$ cat src/hdl/crwm_pkg.sv
// Shared types and constants for the core and rope word memory.
package crwm_pkg;

    // Field widths of one transaction
    localparam int CMD_W      = 2;
    localparam int ADDR_W     = 16;
    localparam int DATA_W     = 16;
    localparam int ERASABLE_W = 15;
    localparam int S_TDATA_W  = 40;   // cmd + addr + data = 34 bits, padded to bytes
    localparam int M_TDATA_W  = 24;   // read_data + parity_ok = 17 bits, padded

    // Bit positions inside the stream words
    localparam int S_CMD_LSB  = 0;
    localparam int S_ADDR_LSB = S_CMD_LSB + CMD_W;
    localparam int S_DATA_LSB = S_ADDR_LSB + ADDR_W;
    localparam int M_POK_BIT  = DATA_W;

    // Access kinds
    typedef enum logic [CMD_W-1:0] {
        CMD_RD_ERASABLE = 2'd0,
        CMD_WR_ERASABLE = 2'd1,
        CMD_RD_FIXED    = 2'd2,
        CMD_WR_FIXED    = 2'd3
    } cmd_t;

    // Power-up sequencing
    typedef enum logic {
        ST_CLEAR,
        ST_RUN
    } clr_state_t;

    // Side information that travels with a memory access
    typedef struct packed {
        cmd_t cmd;
        logic hit;   // address selects a real, writable cell of its store
    } acc_meta_t;

endpackage

$ cat src/hdl/crwm_result.sv
// Result stage: formats the word read, works out parity, holds the output register.
module crwm_result
    import crwm_pkg::*;
(
    input  logic                  clk,
    input  logic                  rst_n,
    input  logic                  issue,       // access started this cycle
    input  acc_meta_t             issue_meta,
    input  logic [ERASABLE_W-1:0] er_q,
    input  logic [DATA_W-1:0]     fx_q,
    output logic                  issue_ready,
    output logic                  m_tvalid,
    input  logic                  m_tready,
    output logic [M_TDATA_W-1:0]  m_tdata      // [15:0] read_data, [16] parity_ok
);

    logic                 b_valid_reg, b_valid_next;
    acc_meta_t            b_meta_reg;
    logic                 c_valid_reg, c_valid_next;
    logic [DATA_W-1:0]    c_rd_reg;
    logic                 c_pok_reg;
    logic                 c_ready;
    logic                 b_adv;
    logic [DATA_W-1:0]    fx_raw;
    logic [DATA_W-1:0]    rd_next;
    logic                 pok_next;

    // Handshake between the read stage and the output register
    assign c_ready     = !c_valid_reg || m_tready;
    assign b_adv       = b_valid_reg && c_ready;
    assign issue_ready = !b_valid_reg || c_ready;

    assign b_valid_next = issue || (b_valid_reg && !c_ready);
    assign c_valid_next = b_adv || (c_valid_reg && !m_tready);

    // Word formatting: sign duplicated, fixed parity bit dropped
    always_comb
    begin
        fx_raw   = b_meta_reg.hit ? fx_q : '0;
        rd_next  = '0;
        pok_next = 1'b0;
        case (b_meta_reg.cmd)
            CMD_RD_ERASABLE:
            begin
                if (b_meta_reg.hit)
                begin
                    rd_next = {er_q[ERASABLE_W-1], er_q};
                end
            end
            CMD_RD_FIXED:
            begin
                rd_next  = {fx_raw[DATA_W-1], fx_raw[DATA_W-1], fx_raw[DATA_W-3:0]};
                pok_next = ^fx_raw;
            end
            default:
            begin
                rd_next  = '0;
                pok_next = 1'b0;
            end
        endcase
    end

    // Control state
    always_ff @(posedge clk or negedge rst_n)
    begin
        if (!rst_n)
        begin
            b_valid_reg <= 1'b0;
            c_valid_reg <= 1'b0;
        end
        else
        begin
            b_valid_reg <= b_valid_next;
            c_valid_reg <= c_valid_next;
        end
    end

    // Payload
    always_ff @(posedge clk)
    begin
        if (issue)
        begin
            b_meta_reg <= issue_meta;
        end
        if (b_adv)
        begin
            c_rd_reg  <= rd_next;
            c_pok_reg <= pok_next;
        end
    end

    assign m_tvalid = c_valid_reg;
    assign m_tdata  = {{(M_TDATA_W - DATA_W - 1){1'b0}}, c_pok_reg, c_rd_reg};

endmodule

$ cat config.mk
export PLATFORM = sky130hd
export DESIGN_NAME = crwm_result
export DESIGN_NICKNAME = d
export VERILOG_FILES = /design/src/hdl/crwm_pkg.sv /design/src/hdl/crwm_result.sv
export SDC_FILE = /design/constraint.sdc
export NUM_CORES = 1
export LEC_CHECK = 0
export BUFFER_PORTS_ARGS = -buffer_cell sky130_fd_sc_hd__buf_2
export CORE_MARGIN = 4
export CORE_UTILIZATION = 46
export DETAILED_ROUTE_END_ITERATION = 8
export PLACE_DENSITY = 0.88
export REMOVE_ABC_BUFFERS = 1
export SYNTH_ARGS = -nofsm -noshare
export SYNTH_HDL_FRONTEND = slang
export SYNTH_SLANG_ARGS = --single-unit
$ cat constraint.sdc
create_clock -name clk -period 2.2 [get_ports clk]
set_input_delay 0.66 -clock clk [delete_from_list [all_inputs] [get_ports clk]]
set_output_delay 0.66 -clock clk [all_outputs]
set_load 0.02 [all_outputs]
==> flow_metrics.env, run 1 <==
export IMPL_status="finished, final reports clean"
export IMPL_p_sw_share_pct=28.5
export IMPL_p_sw_w=0.000259
export IMPL_drive_gt1_share_pct=44.0
export IMPL_insertion_delay_ps=300
export IMPL_critical_path_arrival_ps=1080
export IMPL_setup_violations=0
export IMPL_yosys_area_top_type="edfxtp_1"
export IMPL_drv_cap=0
export IMPL_synth_edf_count=19
export IMPL_largest_reg_flops=15
export IMPL_ios=64
export IMPL_routed_wl_um=2110
export IMPL_routedWlPerCell_um=12.5
export IMPL_whs_ps=130
export IMPL_setup_slack_ps=455
export IMPL_first_pass_iters=4
export IMPL_rows=17
export IMPL_fp_dieH_um=56.9
export IMPL_grt_overflow_total=0
export IMPL_area_growth_pct=26.2
export IMPL_antenna_found_initial=0
export IMPL_rsz0062_at_grt="false"
export IMPL_leakagePower_nw=0.647
export IMPL_synth_top_flop_cell="edfxtp_1"
export IMPL_postCtsHoldBufs=0
export IMPL_place_area_um2=1360
export IMPL_start_util_pct=49.2
export IMPL_yosys_warnings=0
export IMPL_irDropWorstVdd_uv=412
export IMPL_cts_sinks=21
export IMPL_period_share_pct=79.3
export IMPL_reg2regPathDepth=2
export IMPL_synth_cells=87
export IMPL_powerDensity_nw_per_um2=656
export IMPL_grtUsageTotal_pct=12.9
export IMPL_finalNetCount=180
export IMPL_core_um2=2230
export IMPL_portBuffers=56
export IMPL_power_internal_w=0.000650
export IMPL_tns_ps=0
export IMPL_crit_end="issue_ready"
export IMPL_grt_max_degree=17
export IMPL_clk_pin_slew_worst_paths_ps=100
export IMPL_finalWeightedCongestion=0.744
export IMPL_p_clk_share_pct=19.2
export IMPL_min_period_ps=1740
export IMPL_critical_path_class="in2out"
export IMPL_cp_start_kind="primary input"
export IMPL_cp_data_required_time_ps=1540
export IMPL_p_comb_share_pct=27.1
export IMPL_htreeDepth=1
export IMPL_maxSlewHeadroom_pct=56.8
export IMPL_netlist_area_um2=1100
export IMPL_yosysTopAreaCellShare_pct=51.9
export IMPL_critPathLaunch="m_tready"
export IMPL_p_seq_share_pct=53.7
export IMPL_dpl_hpwl_um=1730
export IMPL_yosys_top_cells_area="edfxtp_1, mux2i_1, xnor2_1"
export IMPL_antenna_cells=0
export IMPL_fin_worst_skew_ps=7.25
export IMPL_finalHoldViolations=0
export IMPL_vias_per_cell=4.68
export IMPL_hold_path_class="in2async"
export IMPL_synth_cell_types=14
export IMPL_postRouteAntennaNets=0
export IMPL_cts_resized=0
export IMPL_drc_errors=0
export IMPL_cts_buffers=3
export IMPL_drv_slew=0
export IMPL_synth_async_reset_ratio_pct=9.52
export IMPL_synth_most_common_cell="edfxtp_1"
export IMPL_post_cts_buffers=0
export IMPL_fmax_mhz=573
export IMPL_place_ws_ps=393
export IMPL_die_w_um=56.9
export IMPL_die_area_um2=3230
export IMPL_clockBufferDepth=2
export IMPL_grt_pass1_wl_um=3190
export IMPL_cp_end_kind="output port"
export IMPL_power_w=0.000909
export IMPL_timing_rr_end="c_pok_reg"
export IMPL_vias=791
export IMPL_grt_pass1_vias=767
export IMPL_path_max_fanout=2
export IMPL_cts_tree="built"
export IMPL_root_buffer="clkbuf_4"
export IMPL_worstMarginPinSlew_ps=648
export IMPL_synth_common_cells="edfxtp_1, mux2i_1, nor2_1"
export IMPL_r2r_setup_slack_ps=790
export IMPL_syn_area_per_cell_um2=12.6
export IMPL_ys_seq_elements=21
export IMPL_final_area_um2=1390
export IMPL_synth_seq_area_share_pct=56.5
export IMPL_reg2reg_from="m_tvalid"
export IMPL_first_iter_violations=16
[power by group through the flow]
stage	clock network, W	registers [W]	logic [W]
6_report	0.000175	0.000488	0.000246
5_1_grt	0.000203	0.000491	0.000268
3_5_place_dp	0	0.000497	0.000249
3_3_place_gp	0	0.000495	0.000243
4_1_cts	0.000182	0.000488	0.000250
2_1_floorplan	0	0.000539	0.000120
[cell type report]
type | instances | area [um^2]
clock buffer | 3 | 22.5
clock inverter | 1 | 5.00
fill | 201 | 847
multi-input combinational | 59 | 415
sequential | 21 | 621
tap | 28 | 35.0
timing repair buffer | 57 | 288
[cells in the final DEF, fill, tap and decap left out]
cell and instances:
conb_1 7, buf_4 1, nand3b_1 1, nand2b_1 4
mux2i_1 15, xor2_1 2, dfrtp_1 2, nor2_1 15
buf_2 56, nor3b_2 1, edfxtp_1 19, and2_1 1
clkinv_2 1, clkbuf_4 3, xnor2_1 13
[through the flow]
step	util (%)	cells
after global placement	60.8	165
after detailed placement	60.8	165
after floorplan	-	80
after CTS	62.1	169
final	62.1	169
after global routing	62.1	169
[worst min path at each step]
| stage | startpoint | to | slack, ps | cells after the start |
|---|---|---|---|---|
| 2_1_floorplan | rst_n | b_valid_reg | 360 | 0 |
| 3_3_place_gp | rst_n | m_tvalid | 440 | 1 |
| 3_5_place_dp | rst_n | m_tvalid | 450 | 1 |
| 4_1_cts | rst_n | m_tvalid | 120 | 1 |
| 5_1_grt | rst_n | b_valid_reg | 100 | 1 |
| 6_report | rst_n | m_tvalid | 130 | 1 |
[worst max-delay path, stage by stage]
cell	delay (ps)
buf_2	100
nand3b_1	160
buf_2	170
[kinds of logic after synthesis]
family | after synthesis | synth area share [%]
and+or+nand+nor | 22 | 9.79
other | 1 | 0.341
muxes | 15 | 13.7
DFF | 21 | 56.5
buffers and inverters | 13 | 7.74
xor gates and xnor gates | 15 | 12.0
[layer usage]
metal / vias up / part of all wire (%) / wire, um / track usage [%]
li1: 385 / - / - / -
met3: 6 / 12 / 247 / 3.22
met2: 49 / 50 / 1050 / 23.1
met4: 0 / 2.3 / 48 / 5.96
met5: - / 0 / 0 / 0
met1: 351 / 36 / 762 / 14.0
No activity file was read; power rests on OpenSTA's default activity.
==> run 2: changes to the inputs <==
Settings changed: ABC_AREA set to 1, CORE_UTILIZATION 46 to 42, PLACE_DENSITY 0.88 to 0.8.
Clock period 2.2 ns to 1.6 ns, I/O delays scaled along.
==> run 2 against run 1 <==
Cell count is 67% higher. Global-route usage is 0.69 points higher. Via count is 59% higher. Sequential share of layout area is 9.2 points lower. Cell area is 26% higher. Combinational power is 66% higher. First-iteration DRC count grew to 3.2 times the previous value. Sequential cell count stayed put.
==> flow_metrics.env, run 2 <==
export IMPL_setup_violations=0
export IMPL_finalHoldViolations=0
export IMPL_largest_reg_flops=15
export IMPL_grt_overflow_total=0
export IMPL_drv_slew=0
export IMPL_crit_top_cell="nand2_1"
export IMPL_syn_area_per_cell_um2=7.72
export IMPL_first_iter_violations=51
export IMPL_synth_cells=181
export IMPL_antenna_found_initial=0
export IMPL_routed_wl_um=2940
export IMPL_grt_max_degree=25
export IMPL_rsz0062_at_grt="true"
export IMPL_die_w_um=65.7
export IMPL_yosys_top_cells_area="edfxtp_1, nand2_1, inv_1"
export IMPL_yosys_warnings=0
export IMPL_clockBufferDepth=2
export IMPL_clk_pin_slew_worst_paths_ps=110
export IMPL_yosys_area_top_type="edfxtp_1"
export IMPL_synth_seq_area_share_pct=44.4
export IMPL_die_area_um2=4310
export IMPL_min_period_ps=1600
export IMPL_path_cells="buf_4 -> clkbuf_16 -> nand3_1 -> nand2_1 -> nand2_1 -> nand2_2 -> inv_2 -> nand2_1 -> nand2_2 -> nand2_1 -> nand2_1 -> nor2_2"
export IMPL_status="finished, final reports clean"
export IMPL_yosysTopAreaCellShare_pct=40.8
export IMPL_place_area_um2=1670
export IMPL_fp_dieH_um=65.7
export IMPL_cp_start_kind="flop"
export IMPL_tns_ps=0
export IMPL_drc_errors=0
export IMPL_synth_most_common_cell="nand2_1"
export IMPL_fin_worst_skew_ps=4.63
export IMPL_cts_tree="built"
export IMPL_synth_edf_count=19
export IMPL_synth_cell_types=19
export IMPL_drv_cap=0
export IMPL_insertion_delay_ps=290
export IMPL_irDropWorstVdd_uv=316
export IMPL_setup_slack_ps=2.43
export IMPL_cp_end_kind="flop"
export IMPL_powerDensity_nw_per_um2=758
export IMPL_netlist_area_um2=1400
export IMPL_slowest_stage="edfxtp_1"
export IMPL_rows=20
export IMPL_core_um2=3130
export IMPL_power_w=0.00132
export IMPL_grtUsageTotal_pct=13.6
export IMPL_dpl_hpwl_um=2200
export IMPL_vias_per_cell=4.45
export IMPL_antenna_cells=0
export IMPL_utilization_pct=55.8
export IMPL_postRouteAntennaNets=0
export IMPL_cp_data_required_time_ps=1660
export IMPL_hold_path_class="in2reg"
export IMPL_critical_path_arrival_ps=1660
export IMPL_finalWeightedCongestion=0.746
export IMPL_period_share_pct=99.8
export IMPL_grt_pass1_wl_um=4530
export IMPL_leakagePower_nw=0.946
export IMPL_path_max_fanout=12
export IMPL_root_buffer="clkbuf_4"
export IMPL_ys_seq_elements=21
export IMPL_ios=64
export IMPL_finalNetCount=278
export IMPL_critical_path_class="reg2reg"
export IMPL_htreeDepth=1
export IMPL_fmax_mhz=626
export IMPL_cts_sinks=21
export IMPL_most_common_layout_cells="buf_2, nand2_1, inv_1"
export IMPL_place_ws_ps=53.7
export IMPL_final_area_um2=1750
export IMPL_synth_async_reset_ratio_pct=9.52
export IMPL_nFillCells=316
export IMPL_critical_path_top_delay_family="simple AND/OR/NAND/NOR gates"
export IMPL_grt_pass1_vias=1111
export IMPL_path_buf_inv=3
export IMPL_first_pass_iters=4
export IMPL_area_growth_pct=25.0
export IMPL_portBuffers=56
export IMPL_vias=1260
export IMPL_slowest_delay_ps=470
export IMPL_cts_buffers=3
export IMPL_routedWlPerCell_um=10.4
export IMPL_layout_commonest_cell="buf_2"
export IMPL_synth_common_cells="nand2_1, inv_1, edfxtp_1"
export IMPL_start_util_pct=44.7
export IMPL_synth_top_flop_cell="edfxtp_1"
export IMPL_drive_gt1_share_pct=35.1
## run 2: final timing paths
check                               from       endpoint  slack (ps)  cells past startpoint
min reg2reg                  b_valid_reg       m_tvalid         490                      2
max                        b_meta_reg[0]      c_pok_reg           2                     12
min                        issue_meta[0]  b_meta_reg[0]         350                      1
max in group asynchronous          rst_n       m_tvalid        1020                      2
min in group asynchronous          rst_n    b_valid_reg         490                      2
max reg2reg                b_meta_reg[0]      c_pok_reg           2                     12
## run 2: through the flow
step                hold slack, ps  instances
finish                         350        283
global route                   330        283
CTS                            338        281
detailed placement             266        276
global placement               265        276
floorplan                      184        172
## run 2: what timing repair did
item                                    CTS  global route
buffers inserted                          0             1
gates resized for setup                   0             4
endpoints found under the setup margin    0             1
hold endpoints to repair                  2             0
hold buffers                              1             0
## run 2: routing by layer
metal	track usage [%]	vias up	wire length [um]
met5	0	-	0
met4	4.66	0	34
met3	2.39	4	210
met2	22.9	42	1480
met1	17.3	538	1220
li1	-	676	-
## run 2: layout make-up
cell class | count | area, um^2 | share of cell area [%]
clock buffer | 4 | 26.3 | 1.50
tap | 44 | 55.1 | 3.15
timing repair buffer | 63 | 365 | 20.9
sequential | 21 | 621 | 35.5
inverter | 35 | 131 | 7.52
multi-input combinational | 116 | 548 | 31.4
## run 2: power by group
part	switching, W	internal (W)
Combinational	0.000255	0.000154
Sequential	0.0000148	0.000655
Clock	0.000148	0.0000970
Total	0.000418	0.000906
## run 2: worst reg2reg max path, stage by stage, from the launching register on
cell and delay (ps):
edfxtp_1 470, buf_4 180, clkbuf_16 160, nand3_1 80
nand2_1 50, nand2_1 70, nand2_2 60, inv_2 40
nand2_1 50, nand2_2 70, nand2_1 50, nand2_1 60
nor2_2 30
## run 2: kinds of logic after synthesis
logic type / count (synthesis) / share of synthesized area, %
flops: 21 / 44.4
buf+inv: 50 / 18.7
simple gates: 93 / 29.6
other cells: 1 / 0.268
compound gates: 16 / 6.98
==> run 3: changes to the inputs <==
Settings changed: BUFFER_PORTS_ARGS -buffer_cell sky130_fd_sc_hd__buf_2 to not set, CORE_UTILIZATION 42 to 56, DONT_BUFFER_PORTS set to 1, PLACE_DENSITY 0.8 to 0.78.
==> run 3 against run 2 <==
The flow now finishes with violations (negative setup slack). Clock-buffer cell count unchanged. Via count decreased by 10%. Sequential power increased by 9.3%. Cell count decreased by 26%. Clock power increased by 2%. Setup slack got worse by 11 ps. Critical path type unchanged. Register-to-register slack about the same. Critical path depth unchanged. Maximum frequency decreased by 0.66%. Cell area decreased by 18%.
==> flow_metrics.env, run 3 (synthesis results as in run 2) <==
export IMPL_drc_errors=0
export IMPL_cp_end_kind="flop"
export IMPL_cts_tree="built"
export IMPL_min_period_ps=1610
export IMPL_antenna_cells=0
export IMPL_path_cells="buf_4 -> clkbuf_16 -> nand2_2 -> nand2_1 -> nand2_1 -> nand2_1 -> nand2_2 -> inv_2 -> nand2_1 -> nand2_1 -> nor2_1 -> nor2_2"
export IMPL_fin_worst_skew_ps=2.05
export IMPL_antenna_found_initial=0
export IMPL_reg2regPathDepth=12
export IMPL_critical_path_arrival_ps=1680
export IMPL_largest_reg_flops=15
export IMPL_setup_slack_ps=-8.22
export IMPL_fp_dieH_um=58.0
export IMPL_leakagePower_nw=0.721
export IMPL_setup_violations=1
export IMPL_powerDensity_nw_per_um2=864
export IMPL_grt_overflow_total=0
export IMPL_cp_start_kind="flop"
export IMPL_tns_ps=-8.22
export IMPL_die_area_um2=3360
export IMPL_stdcell_count=210
export IMPL_grt_max_degree=35
export IMPL_period_share_pct=101
export IMPL_irDropWorstVdd_uv=520
export IMPL_layout_commonest_cell="nand2_1"
export IMPL_slowest_delay_ps=440
export IMPL_grt_pass1_wl_um=4400
export IMPL_die_w_um=58.0
export IMPL_ios=64
export IMPL_critical_path_top_delay_family="simple AND/OR/NAND/NOR gates"
export IMPL_drv_cap=0
export IMPL_portBuffers=0
export IMPL_cp_data_required_time_ps=1670
export IMPL_rsz0062_at_grt="true"
export IMPL_drive_gt1_share_pct=13.7
export IMPL_routedWlPerCell_um=14.3
export IMPL_first_iter_violations=30
export IMPL_r2r_setup_slack_ps=-8
export IMPL_status="finished with violations"
export IMPL_place_inst=203
export IMPL_most_common_layout_cells="nand2_1, inv_1, edfxtp_1"
export IMPL_grt_pass1_vias=1072
export IMPL_core_um2=2300
export IMPL_slowest_stage="edfxtp_1"
export IMPL_finalNetCount=221
export IMPL_vias=1132
export IMPL_rows=17
export IMPL_min_path_cells=0
export IMPL_insertion_delay_ps=290
export IMPL_whs_ps=272
export IMPL_drv_slew=0
export IMPL_postRouteAntennaNets=0
export IMPL_cts_buffers=3
export IMPL_crit_top_cell="nand2_1"
export IMPL_vias_per_cell=5.39
export IMPL_place_area_um2=1360
export IMPL_critical_path_class="reg2reg"
export IMPL_failed_checks="negative setup slack"
export IMPL_path_buf_inv=3
export IMPL_finalHoldViolations=0
export IMPL_area_growth_pct=3.04
export IMPL_first_pass_iters=4
export IMPL_htreeDepth=1
export IMPL_final_area_um2=1440
export IMPL_cts_sinks=21
export IMPL_place_ws_ps=28.6
export IMPL_fmax_mhz=622
export IMPL_start_util_pct=60.8
export IMPL_clk_pin_slew_worst_paths_ps=110
export IMPL_grtUsageTotal_pct=17.3
export IMPL_hold_path_class="in2reg"
export IMPL_root_buffer="clkbuf_4"
export IMPL_routed_wl_um=3010
export IMPL_dpl_hpwl_um=2280
export IMPL_finalWeightedCongestion=0.752
export IMPL_path_max_fanout=17
export IMPL_cp_depth=12
export IMPL_clockBufferDepth=2
==> run 3: layout make-up <==
class | count | area (um^2)
fill | 200 | 857
sequential | 21 | 621
multi-input combinational | 116 | 546
inverter | 35 | 131
timing repair buffer | 6 | 81.3
tap | 28 | 35.0
clock buffer | 4 | 26.3
==> run 3: stage by stage <==
stage               utilization (%)  power, W
floorplan                         -  0.000922
global placement               59.2  0.000969
detailed placement             59.2  0.000984
CTS                            61.0   0.00124
global route                   62.7   0.00131
finish                         62.7   0.00124
==> run 3: worst reg2reg max path: cells and delay by family, from the launching register on <==
| kind | cells | cell delay (ps) |
|---|---|---|
| and+or+nand+nor | 9 | 580 |
| DFF | 1 | 440 |
| buffers and inverters | 3 | 370 |
==> run 3: path summary, 6_finish.rpt <==
kind / from / endpoint
min in group asynchronous: rst_n / m_tvalid
hold / removal: issue_meta[2] / b_meta_reg[2]
max in group asynchronous: rst_n / b_valid_reg
setup reg to reg: b_meta_reg[0] / c_pok_reg
setup / recovery: b_meta_reg[0] / c_pok_reg
hold reg to reg: b_valid_reg / m_tvalid
==> run 3: power breakdown <==
group	internal (W)	total, W	switching [W]
clock	0.0000970	0.000251	0.000154
sequential	0.000658	0.000731	0.0000722
combinational	0.0000944	0.000262	0.000168
==> run 3: timing repair <==
action	in CTS	in global routing
endpoints found under the setup margin	1	1
hold buffers	1	0
setup buffers	0	1
hold endpoints to repair	2	0
cloned	0	1
pin swaps	0	1
resized for setup	1	2
==> run 3: per-layer routing <==
| metal | GRT usage, % | part of all wire (%) |
|---|---|---|
| met1 | 16.4 | 36 |
| met2 | 33.4 | 55 |
| met3 | 4.45 | 7.0 |
| met4 | 8.94 | 1.3 |
| met5 | 0 | 0 |
